File: config.mk
export PLATFORM = sky130hd
export DESIGN_NAME = distance_vector_relax_core_flat
export DESIGN_NICKNAME = d
export VERILOG_FILES = /design/src/rtl/core/dvr_pkg.sv /design/src/rtl/core/dvr_if.sv /design/src/rtl/core/dvr_route_ram.sv /design/src/rtl/core/dvr_relax_unit.sv /design/src/rtl/core/distance_vector_relax_core.sv /design/src/flat_wrapper.sv
export VERILOG_INCLUDE_DIRS = /design/src /design/src/rtl/core
export SDC_FILE = /design/constraint.sdc
export NUM_CORES = 2
export LEC_CHECK = 0
export BUFFER_PORTS_ARGS = -buffer_cell sky130_fd_sc_hd__buf_2
export CORE_MARGIN = 5
export CORE_UTILIZATION = 55
export CTS_BUF_LIST = sky130_fd_sc_hd__clkbuf_4 sky130_fd_sc_hd__clkbuf_8
export DETAILED_ROUTE_END_ITERATION = 8
export PLACE_DENSITY_LB_ADDON = 0.12
export SLEW_MARGIN = 20
export SYNTH_ARGS = -nofsm -noshare
export SYNTH_HDL_FRONTEND = slang
export SYNTH_HIERARCHICAL = 1
export SYNTH_SLANG_ARGS = --single-unit
File: constraint.sdc
create_clock -name clock -period 18 [get_ports clock]
set_clock_uncertainty 0.15 [all_clocks]
set_input_delay 2.7 -clock clock [delete_from_list [all_inputs] [get_ports clock]]
set_output_delay 2.7 -clock clock [all_outputs]
set_load 0.02 [all_outputs]
File: src/rtl/core/distance_vector_relax_core_defines.svh
// Assertion macros shared by the distance vector relax core.
// Depends on a clock named clock and a reset named reset in the including scope.
`ifndef DISTANCE_VECTOR_RELAX_CORE_DEFINES_SVH
`define DISTANCE_VECTOR_RELAX_CORE_DEFINES_SVH

// same-cycle implication
`define DVR_ASSERT_IMPL(lbl, ante, cons, msg) \
   lbl: assert property (@(posedge clock) disable iff (reset) (ante) |-> (cons)) else $error(msg);

// next-cycle implication
`define DVR_ASSERT_NEXT(lbl, ante, cons, msg) \
   lbl: assert property (@(posedge clock) disable iff (reset) (ante) |=> (cons)) else $error(msg);

`endif

File: src/rtl/core/dvr_pkg.sv
// Package for the distance vector relax core: sizes, request codes, item and entry types.
// No dependencies.
`default_nettype none

package dvr_pkg;

   localparam int MAX_NODES  = 64;
   localparam int NODE_BITS  = $clog2(MAX_NODES);
   localparam int ID_BITS    = 6;
   localparam int COST_BITS  = 16;
   localparam int ROUTE_BITS = COST_BITS + ID_BITS;

   localparam logic [COST_BITS-1:0] COST_MAX = '1;

   typedef enum logic {
      REQ_LOAD    = 1'b0,
      REQ_ELEMENT = 1'b1
   } req_kind_type;

   typedef struct packed {
      req_kind_type         kind;
      logic [ID_BITS-1:0]   sender;
      logic [ID_BITS-1:0]   dest_index;
      logic [COST_BITS-1:0] offered_cost;
      logic                 cost_known;
      logic [ID_BITS-1:0]   load_next_hop;
      logic                 last_element;
   } dvr_item_type;

   typedef struct packed {
      logic                 known;
      logic [COST_BITS-1:0] cost;
      logic [ID_BITS-1:0]   hop;
   } dvr_entry_type;

   typedef struct packed {
      dvr_entry_type entry;
      logic          changed;
   } dvr_result_type;

endpackage

`default_nettype wire

File: src/rtl/core/dvr_if.sv
// Request and response channel interfaces of the distance vector relax core.
// Depends on dvr_pkg.
`default_nettype none

interface dvr_req_if import dvr_pkg::*; ();
   logic                 valid;
   logic                 ready;
   logic                 req_type;
   logic [ID_BITS-1:0]   sender;
   logic [ID_BITS-1:0]   dest_index;
   logic [COST_BITS-1:0] offered_cost;
   logic                 cost_known;
   logic [ID_BITS-1:0]   load_next_hop;
   logic                 last_element;

   modport source (
      output valid, req_type, sender, dest_index, offered_cost, cost_known,
             load_next_hop, last_element,
      input  ready
   );
   modport sink (
      input  valid, req_type, sender, dest_index, offered_cost, cost_known,
             load_next_hop, last_element,
      output ready
   );
endinterface

interface dvr_rsp_if import dvr_pkg::*; ();
   logic                 valid;
   logic                 ready;
   logic [ID_BITS-1:0]   out_index;
   logic [COST_BITS-1:0] out_cost;
   logic                 out_known;
   logic [ID_BITS-1:0]   out_next_hop;
   logic                 changed;
   logic                 out_last;

   modport source (
      output valid, out_index, out_cost, out_known, out_next_hop, changed, out_last,
      input  ready
   );
   modport sink (
      input  valid, out_index, out_cost, out_known, out_next_hop, changed, out_last,
      output ready
   );
endinterface

`default_nettype wire

File: src/rtl/core/dvr_route_ram.sv
// Route table memory: one write port, two registered read ports.
// No dependencies.
`default_nettype none

module dvr_route_ram #(
   parameter int Depth = 64,
   parameter int Width = 22
) (
   input  logic                     clock,
   input  logic                     wr_en,
   input  logic [$clog2(Depth)-1:0] wr_addr,
   input  logic [Width-1:0]         wr_data,
   input  logic                     rd_en,
   input  logic [$clog2(Depth)-1:0] rd_addr_a,
   input  logic [$clog2(Depth)-1:0] rd_addr_b,
   output logic [Width-1:0]         rd_data_a,
   output logic [Width-1:0]         rd_data_b
);

   logic [Width-1:0] mem_ff [Depth];
   logic [Width-1:0] rd_data_a_ff;
   logic [Width-1:0] rd_data_b_ff;

   always_ff @(posedge clock) begin
      if (wr_en) begin
         mem_ff[wr_addr] <= wr_data;
      end
      if (rd_en) begin
         rd_data_a_ff <= mem_ff[rd_addr_a];
         rd_data_b_ff <= mem_ff[rd_addr_b];
      end
   end

   assign rd_data_a = rd_data_a_ff;
   assign rd_data_b = rd_data_b_ff;

endmodule

`default_nettype wire

File: src/rtl/core/dvr_relax_unit.sv
// Relaxation logic: saturating cost sum, compare, and new entry selection.
// Depends on dvr_pkg.
`default_nettype none

module dvr_relax_unit import dvr_pkg::*; (
   input  dvr_item_type   item,
   input  dvr_entry_type  dst_entry,
   input  dvr_entry_type  snd_entry,
   output dvr_result_type result
);

   logic [COST_BITS:0]   sum_wide;
   logic [COST_BITS-1:0] sum_sat;
   logic                 better;

   assign sum_wide = {1'b0, item.offered_cost} + {1'b0, snd_entry.cost};
   assign sum_sat  = sum_wide[COST_BITS] ? COST_MAX : sum_wide[COST_BITS-1:0];
   assign better   = item.cost_known && snd_entry.known &&
                     (!dst_entry.known || (sum_sat < dst_entry.cost));

   always_comb begin
      result.entry   = dst_entry;
      result.changed = 1'b0;
      unique case (item.kind)
         REQ_LOAD: begin
            result.entry.known = item.cost_known;
            result.entry.cost  = item.offered_cost;
            result.entry.hop   = item.load_next_hop;
            result.changed     = 1'b1;
         end
         REQ_ELEMENT: begin
            if (better) begin
               result.entry.known = 1'b1;
               result.entry.cost  = sum_sat;
               result.entry.hop   = snd_entry.hop;
               result.changed     = 1'b1;
            end
         end
         default: begin
            result.changed = 1'b0;
         end
      endcase
   end

endmodule

`default_nettype wire

File: src/rtl/core/distance_vector_relax_core.sv
// An accepted transfer goes to ST_EXEC, where it is relaxed and its response is
// registered. No new item is taken while one is in ST_EXEC, nor while a response
// is stalled: the route memory is read at accept and written back in ST_EXEC.
// Reset: clears the known flags of all 64 entries at once, the sender latch, the
// mid-vector flag and the response valid; costs and hops stay as they are.
// Depends on dvr_pkg, dvr_if, dvr_route_ram, dvr_relax_unit and the defines header.
`default_nettype none

`include "distance_vector_relax_core_defines.svh"

module distance_vector_relax_core import dvr_pkg::*; (
   input  logic         clock,
   input  logic         reset,
   dvr_req_if.sink      req_ch,
   dvr_rsp_if.source    rsp_ch
);

   typedef enum logic {
      ST_IDLE,
      ST_EXEC
   } state_type;

   typedef struct packed {
      logic [ID_BITS-1:0]   index;
      logic [COST_BITS-1:0] cost;
      logic                 known;
      logic [ID_BITS-1:0]   hop;
      logic                 changed;
      logic                 last;
   } rsp_type;

   state_type            state_ff, state_in;
   dvr_item_type         item_ff, item_in;
   logic [MAX_NODES-1:0] known_ff;
   dvr_entry_type        latch_ff, latch_in;
   logic                 mid_ff, mid_in;
   logic                 rsp_valid_ff, rsp_valid_in;
   rsp_type              rsp_data_ff, rsp_data_in;

   logic                  req_accept;
   logic                  exec;
   logic                  is_element;
   logic [NODE_BITS-1:0]  dst_idx;
   logic [NODE_BITS-1:0]  snd_idx;
   logic [ROUTE_BITS-1:0] rd_dst;
   logic [ROUTE_BITS-1:0] rd_snd;
   dvr_entry_type         dst_entry;
   dvr_entry_type         fresh_snd;
   dvr_entry_type         snd_entry;
   dvr_result_type        relax;
   logic                  wr_en;

   assign req_ch.ready = (state_ff == ST_IDLE) && (!rsp_valid_ff || rsp_ch.ready);
   assign req_accept   = req_ch.valid && req_ch.ready;
   assign exec         = (state_ff == ST_EXEC);
   assign is_element   = (item_ff.kind == REQ_ELEMENT);

   always_comb begin
      item_in = item_ff;
      if (req_accept) begin
         item_in.kind          = req_kind_type'(req_ch.req_type);
         item_in.sender        = req_ch.sender;
         item_in.dest_index    = req_ch.dest_index;
         item_in.offered_cost  = req_ch.offered_cost;
         item_in.cost_known    = req_ch.cost_known;
         item_in.load_next_hop = req_ch.load_next_hop;
         item_in.last_element  = req_ch.last_element;
      end
   end

   assign dst_idx = item_ff.dest_index[NODE_BITS-1:0];
   assign snd_idx = item_ff.sender[NODE_BITS-1:0];

   dvr_route_ram #(
      .Depth (MAX_NODES),
      .Width (ROUTE_BITS)
   ) u_route_ram (
      .clock     (clock),
      .wr_en     (wr_en),
      .wr_addr   (dst_idx),
      .wr_data   ({relax.entry.cost, relax.entry.hop}),
      .rd_en     (req_accept),
      .rd_addr_a (req_ch.dest_index[NODE_BITS-1:0]),
      .rd_addr_b (req_ch.sender[NODE_BITS-1:0]),
      .rd_data_a (rd_dst),
      .rd_data_b (rd_snd)
   );

   assign dst_entry.known = known_ff[dst_idx];
   assign dst_entry.cost  = rd_dst[ROUTE_BITS-1:ID_BITS];
   assign dst_entry.hop   = rd_dst[ID_BITS-1:0];
   assign fresh_snd.known = known_ff[snd_idx];
   assign fresh_snd.cost  = rd_snd[ROUTE_BITS-1:ID_BITS];
   assign fresh_snd.hop   = rd_snd[ID_BITS-1:0];
   assign snd_entry       = mid_ff ? latch_ff : fresh_snd;

   dvr_relax_unit u_relax_unit (
      .item      (item_ff),
      .dst_entry (dst_entry),
      .snd_entry (snd_entry),
      .result    (relax)
   );

   assign wr_en = exec && relax.changed;

   always_comb begin
      latch_in = latch_ff;
      mid_in   = mid_ff;
      if (exec && is_element) begin
         if (!mid_ff) begin
            latch_in = fresh_snd;
         end
         mid_in = !item_ff.last_element;
      end
   end

   always_comb begin
      state_in     = state_ff;
      rsp_valid_in = rsp_valid_ff;
      rsp_data_in  = rsp_data_ff;
      unique case (state_ff)
         ST_IDLE: begin
            if (rsp_ch.ready) begin
               rsp_valid_in = 1'b0;
            end
            if (req_accept) begin
               state_in = ST_EXEC;
            end
         end
         ST_EXEC: begin
            state_in            = ST_IDLE;
            rsp_valid_in        = 1'b1;
            rsp_data_in.index   = item_ff.dest_index;
            rsp_data_in.known   = relax.entry.known;
            rsp_data_in.cost    = relax.entry.known ? relax.entry.cost : '0;
            rsp_data_in.hop     = relax.entry.known ? relax.entry.hop : '0;
            rsp_data_in.changed = relax.changed;
            rsp_data_in.last    = item_ff.last_element;
         end
         default: begin
            state_in = ST_IDLE;
         end
      endcase
   end

   always_ff @(posedge clock) begin
      if (reset) begin
         state_ff     <= ST_IDLE;
         rsp_valid_ff <= 1'b0;
      end else begin
         state_ff     <= state_in;
         rsp_valid_ff <= rsp_valid_in;
         rsp_data_ff  <= rsp_data_in;
      end
   end

   always_ff @(posedge clock) begin
      item_ff <= item_in;
   end

   always_ff @(posedge clock) begin
      if (reset) begin
         known_ff <= '0;
         latch_ff <= '0;
         mid_ff   <= 1'b0;
      end else begin
         if (wr_en) begin
            known_ff[dst_idx] <= relax.entry.known;
         end
         latch_ff <= latch_in;
         mid_ff   <= mid_in;
      end
   end

   assign rsp_ch.valid        = rsp_valid_ff;
   assign rsp_ch.out_index    = rsp_data_ff.index;
   assign rsp_ch.out_cost     = rsp_data_ff.cost;
   assign rsp_ch.out_known    = rsp_data_ff.known;
   assign rsp_ch.out_next_hop = rsp_data_ff.hop;
   assign rsp_ch.changed      = rsp_data_ff.changed;
   assign rsp_ch.out_last     = rsp_data_ff.last;

   `DVR_ASSERT_NEXT(a_accept_exec, req_accept, state_ff == ST_EXEC, "accepted transfer did not enter execute")
   `DVR_ASSERT_NEXT(a_exec_rsp, exec, rsp_valid_ff, "execute cycle did not produce a response")
   `DVR_ASSERT_IMPL(a_unknown_zero, rsp_valid_ff && !rsp_data_ff.known, (rsp_data_ff.cost == '0) && (rsp_data_ff.hop == '0), "unknown entry exposes cost or hop")
   `DVR_ASSERT_IMPL(a_relax_known, exec && is_element && relax.changed, relax.entry.known, "relaxed entry left unknown")

endmodule

`default_nettype wire

File: src/flat_wrapper.sv
// flat-port wrapper written by rule: the top's interface ports become plain ports
module distance_vector_relax_core_flat import dvr_pkg::*;
  (clock, reset, req_ch_valid, req_ch_req_type, req_ch_sender, req_ch_dest_index, req_ch_offered_cost, req_ch_cost_known, req_ch_load_next_hop, req_ch_last_element, req_ch_ready, rsp_ch_valid, rsp_ch_out_index, rsp_ch_out_cost, rsp_ch_out_known, rsp_ch_out_next_hop, rsp_ch_changed, rsp_ch_out_last, rsp_ch_ready);
  dvr_req_if req_ch_i ();
  dvr_rsp_if rsp_ch_i ();
  input  logic clock;
  input  logic reset;
  input wire logic [$bits(req_ch_i.valid)-1:0] req_ch_valid;
  input wire logic [$bits(req_ch_i.req_type)-1:0] req_ch_req_type;
  input wire logic [$bits(req_ch_i.sender)-1:0] req_ch_sender;
  input wire logic [$bits(req_ch_i.dest_index)-1:0] req_ch_dest_index;
  input wire logic [$bits(req_ch_i.offered_cost)-1:0] req_ch_offered_cost;
  input wire logic [$bits(req_ch_i.cost_known)-1:0] req_ch_cost_known;
  input wire logic [$bits(req_ch_i.load_next_hop)-1:0] req_ch_load_next_hop;
  input wire logic [$bits(req_ch_i.last_element)-1:0] req_ch_last_element;
  output wire logic [$bits(req_ch_i.ready)-1:0] req_ch_ready;
  output wire logic [$bits(rsp_ch_i.valid)-1:0] rsp_ch_valid;
  output wire logic [$bits(rsp_ch_i.out_index)-1:0] rsp_ch_out_index;
  output wire logic [$bits(rsp_ch_i.out_cost)-1:0] rsp_ch_out_cost;
  output wire logic [$bits(rsp_ch_i.out_known)-1:0] rsp_ch_out_known;
  output wire logic [$bits(rsp_ch_i.out_next_hop)-1:0] rsp_ch_out_next_hop;
  output wire logic [$bits(rsp_ch_i.changed)-1:0] rsp_ch_changed;
  output wire logic [$bits(rsp_ch_i.out_last)-1:0] rsp_ch_out_last;
  input wire logic [$bits(rsp_ch_i.ready)-1:0] rsp_ch_ready;
  assign req_ch_i.valid = req_ch_valid;
  assign req_ch_i.req_type = req_ch_req_type;
  assign req_ch_i.sender = req_ch_sender;
  assign req_ch_i.dest_index = req_ch_dest_index;
  assign req_ch_i.offered_cost = req_ch_offered_cost;
  assign req_ch_i.cost_known = req_ch_cost_known;
  assign req_ch_i.load_next_hop = req_ch_load_next_hop;
  assign req_ch_i.last_element = req_ch_last_element;
  assign req_ch_ready = req_ch_i.ready;
  assign rsp_ch_valid = rsp_ch_i.valid;
  assign rsp_ch_out_index = rsp_ch_i.out_index;
  assign rsp_ch_out_cost = rsp_ch_i.out_cost;
  assign rsp_ch_out_known = rsp_ch_i.out_known;
  assign rsp_ch_out_next_hop = rsp_ch_i.out_next_hop;
  assign rsp_ch_changed = rsp_ch_i.changed;
  assign rsp_ch_out_last = rsp_ch_i.out_last;
  assign rsp_ch_i.ready = rsp_ch_ready;
  distance_vector_relax_core u_core (.clock(clock), .reset(reset), .req_ch(req_ch_i), .rsp_ch(rsp_ch_i));
endmodule
# Yosys cells after proc, flatten, opt, wreduce, memory -nomap -nowiden
# Memories as Yosys holds them, arrays and structs flattened. A register that Yosys moved wholly into a read port is not among the register bits.
# Cells that the tools add are included.
# totals
ram_bits,1408
register_bits,158
in_bits,41
memories,1
# memory_table
name,words,word_bits,rd,rd_ports_with_merged_regs,write_ports,line,text
u_core.u_route_ram.mem_ff,64,22,2,2,1,dvr_route_ram.sv:20,logic [Width-1:0] mem_ff [Depth];
# op_classes
reduce_logical,13
bitwise_logic,3
add_sub_neg,1
muxes,17
n_eq_ne,1
n_lt_le_gt_ge,4
# op_table
op,n
$bwmux W64,1
$pmux W24 S2,1
$mux W24,1
$mux W23,1
$add A16 B16 Y17,1
$lt A16 B16 Y1,1
$mux W16,1
$lt A6 B7 Y1 const B,2
$bmux W1 S6,2
$logic_and A1 B1 Y1,7
$mux W1,7
$demux W1 S6,1
$ge A6 B1 Y1 const B,1
$pmux W1 S2,2
$logic_not A1 Y1,3
$not A1 Y1,3
$logic_or A1 B1 Y1,2
$ne A2 B2 Y1 const B,1
$reduce_and A2 Y1,1

# Depth between registers and ports, before layout
# depth
depth_word,13
ltp_mapped,28
mapped_depth_nobuf,22

# Cells and area by module
# Netlist, hierarchy kept.
# by_module_without_submodules
module,cells_each,n_inst,seq_area_each_um2,area_each_um2
dvr_route_ram,3382,1,43601.8,66887.9
distance_vector_relax_core,650,1,3843.7,7201.9
dvr_relax_unit,272,1,0.0,1855.5

# Worst setup path before layout
# OpenSTA, ideal clock, no wires.
# synth_timing
path_type,flip-flop to flip-flop
start,register u_core.mid_ff
end,"memory u_core.u_route_ram.mem_ff[0][6], data pin"
slack_ns,9.509
required_time_ns,17.122
arrival_ns,7.613
stages_incl_launch_ff,22
cell_sequence,dfxtp_1 -> clkbuf_1 -> buf_1 -> mux2_2 -> ha_1 -> fa_1 -> a211o_1 -> a21oi_2 -> o31ai_1 -> o31a_1 -> o41ai_1 -> clkbuf_1 -> nand2_1 -> ha_1 -> a21o_1 -> a21oi_1 -> o22ai_1 -> nor2_1 -> o211ai_1 -> o221ai_1 -> nor3b_1 -> a211oi_1
# synth_rtl
item,line,text
start: declaration,distance_vector_relax_core.sv:36,"logic mid_ff, mid_in;"
start signal: assignment,distance_vector_relax_core.sv:171,mid_ff <= mid_in;
end: declaration,dvr_route_ram.sv:20,

==> out/results.ini <==
[cells_and_area]
nNetsFinal = 4549
drive_gt1_frac = 0.3339
syn2layout_area_growth_pct = 10.05
final_cells = 6457
fill_cells = 9963

[detailed_routing]
finalWirelength_mm = 227.8
firstDrtPassIters = 6
drc = 0
ant_nets = 0
drt_iter0_markers = 5401
route.vias.total = 45260
post_drt_wl_per_cell_um = 35.28
vias_per_cell = 7.009

[global_routing]
grt_max_degree = 104
track_usage = 0.3107
grt_pass1_vias = 44760
grt_overflow_total = 0
antenna_found_initial = 14
grt_pass1_wl_mm = 323.6

[clock_tree]
htreeDepth = 5
clockBufferDepth = 4
clock_sinks = 1610
cts_tree = built
cts_resized = 0
clk_pin_slew_ps = 60
post-cts-setup-buffers = 0
ctsHoldBuffers = 0
insertion_delay_ps = 1020
clock-root-buffer = clkbuf_8
cts_buffers = 284

[hold_path]
hold_class = reg2reg
hold_depth = 2
min_from = u_core/known_ff[46]
min_to = u_core/known_ff[46]

[power_and_ir_drop]
ir_drop_uv = 59.78
power_leakage_nw = 26.90
p_per_area_mw_per_mm2 = 101.5

[yosys]
syn_area_per_cell_um2 = 17.65
syn_area_mm2 = 0.07595
syn_nets = 4377
ys_seq_area_frac = 0.6247
synth_cell_types = 71
async_flop_share = 0
ys_ff_latch = 1610
synth_edf_count = 1520
ys.flop_type = edfxtp_1
ys.warnings.count = 6
syn_inst = 4304

[critical_path]
worstReg2RegStart = u_core/mid_ff
worst-r2r-setup-slack_ps = 9620
reg2reg_depth = 22
cp_max_fo = 27
rr_endpoint = u_core/u_route_ram/mem_ff[15][11]
worstSetupStartpointType = flip-flop
crit_path_end_kind = flip-flop
cp_data_arrival_time_ps = 8910
crit_type = reg2reg
cp.required_ps = 18540

[placement]
portBuffers = 73
gp_congestion = 0.9749
hpwl_mm = 140.5
placed_cells = 5983

[sta]
fin_crit_ps = 8379
fmax_mhz = 119.4
worst_slew_pin_slew_ps = 1212
relSlewSlack = 0.1902
period_share = 0.4655
rsz0062_at_grt = no
setup_viol = 0
maxSlewViolCount = 0
fin_tns_setup_ps = 0
finalHoldViolCount = 0

[run]
maxCapViolCount = 0

[floorplan]
die_w_um = 381.6
dieArea_mm2 = 0.1456
std_cell_rows = 136
fp.dieH_um = 381.6
start_util = 0.5530
core_area_mm2 = 0.1373
ios = 74

[run_status]
outcome = finished clean

sequential cells by signal, summed over array words and instances (netlist names), 16 cells and up:
name                          cells
u_core/item_ff                   24
u_core/known_ff                  64
u_core/latch_ff                  23
u_core/rsp_ch.out_cost           16
u_core/u_route_ram/mem_ff      1408
u_core/u_route_ram/rd_data_a     22
u_core/u_route_ram/rd_data_b     22
layer usage:
layer / up-vias / routed length (um) / GRT usage
met4: 0 / 11160 / 0.1370
li1: 18320 / - / -
met2: 2654 / 106900 / 0.4813
met5: - / 0 / 0
met1: 23800 / 85710 / 0.4250
met3: 485 / 24020 / 0.07673
power by group:
part	switching, mW	internal (mW)	total, mW	leakage [nW]
registers	0.0182	4.28	4.29	14.4
clock network	1.45	1.73	3.18	2.73
logic	0.699	0.303	1.00	9.72
total	2.17	6.31	8.48	26.9
per-stage QoR:
| step | util | instance area [um^2] | worst slack, ps | hold WS, ps | power (mW) |
|---|---|---|---|---|---|
| final | 0.6086 | 83580 | 9621 | 338.0 | 8.480 |
| after global routing | 0.6086 | 83570 | 9277 | 356.7 | 8.759 |
| after CTS | 0.6082 | 83520 | 9731 | 339.3 | 8.524 |
| after detailed placement | 0.5707 | 78360 | 9753 | 321.3 | 5.360 |
| after global placement | 0.5705 | 78340 | 9864 | 303.2 | 5.348 |
| after floorplan | - | 75950 | 9509 | 277.3 | 4.958 |
layout make-up:
class	count	area [um^2]	share of cell area
Antenna cell	9	22.52	0.0002695
Clock buffer	379	4691	0.05612
Clock inverter	85	467.9	0.005599
Inverter	35	131.4	0.001572
Multi-Input combinational cell	2324	26960	0.3226
Sequential cell	1610	47450	0.5677
Tap cell	1794	2245	0.02686
Timing Repair Buffer	221	1614	0.01931
critical path: stages, from the launching register on:
cell and delay, ps:
dfxtp_1 310, buf_4 340, mux2_2 410, ha_1 230
fa_1 440, a211o_1 330, a21oi_2 190, o31ai_1 170
o31a_1 310, o41ai_2 200, buf_4 240, o21ai_0 210
ha_1 370, nor2b_1 130, o21ai_0 140, a211o_1 160
o211ai_1 210, or4b_4 730, nand3_1 270, and2_1 430
nand4_1 790, nor2_2 930, buf_4 360
placed cells by master, fill, tap and decap left out, types with 84 or more instances in the layout:
cell type,count
clkbuf_8,295
edfxtp_1,1520
nor2_1,179
mux4_2,674
buf_4,149
mux2_2,130
clkbuf_4,84
mux2i_1,184
nand2_1,171
dfxtp_1,90
how the worst max path moves through the flow:
stage | slack, ps | to | start
after floorplan | 9510 | u_core/u_route_ram/mem_ff[0][6] | u_core/mid_ff
after global placement | 9860 | u_core/u_route_ram/mem_ff[15][16] | u_core/mid_ff
after detailed placement | 9750 | u_core/u_route_ram/mem_ff[15][16] | u_core/mid_ff
after CTS | 9730 | u_core/u_route_ram/mem_ff[15][11] | u_core/mid_ff
after global routing | 9280 | u_core/u_route_ram/mem_ff[15][11] | u_core/mid_ff
final | 9620 | u_core/u_route_ram/mem_ff[15][11] | u_core/mid_ff
cell families after synthesis:
family,after synthesis,share of synthesized area
AOI/OAI and AO/OA,549,0.04980
xor gates and xnor gates,10,0.001153
adders and majority gates,32,0.005371
buffers and inverters,370,0.02730
DFF,1610,0.6247
muxes,994,0.2455
and+or+nand+nor,739,0.04616
cell usage after synthesis, types with 59 or more instances:
cell | instances | area, um^2
dfxtp_1 | 90 | 1802
mux4_2 | 674 | 15180
mux2_2 | 130 | 1464
o21ai_0 | 73 | 365.4
nor2_1 | 242 | 908.4
mux2i_1 | 184 | 1842
nand2_1 | 171 | 641.9
buf_2 | 101 | 505.5
a22oi_1 | 59 | 442.9
buf_4 | 64 | 480.5
a21oi_1 | 70 | 350.3
o22ai_1 | 90 | 563.0
edfxtp_1 | 1520 | 45640
nor3_1 | 73 | 365.4
clkbuf_1 | 115 | 431.7
(Power assumes the default switching activity.)
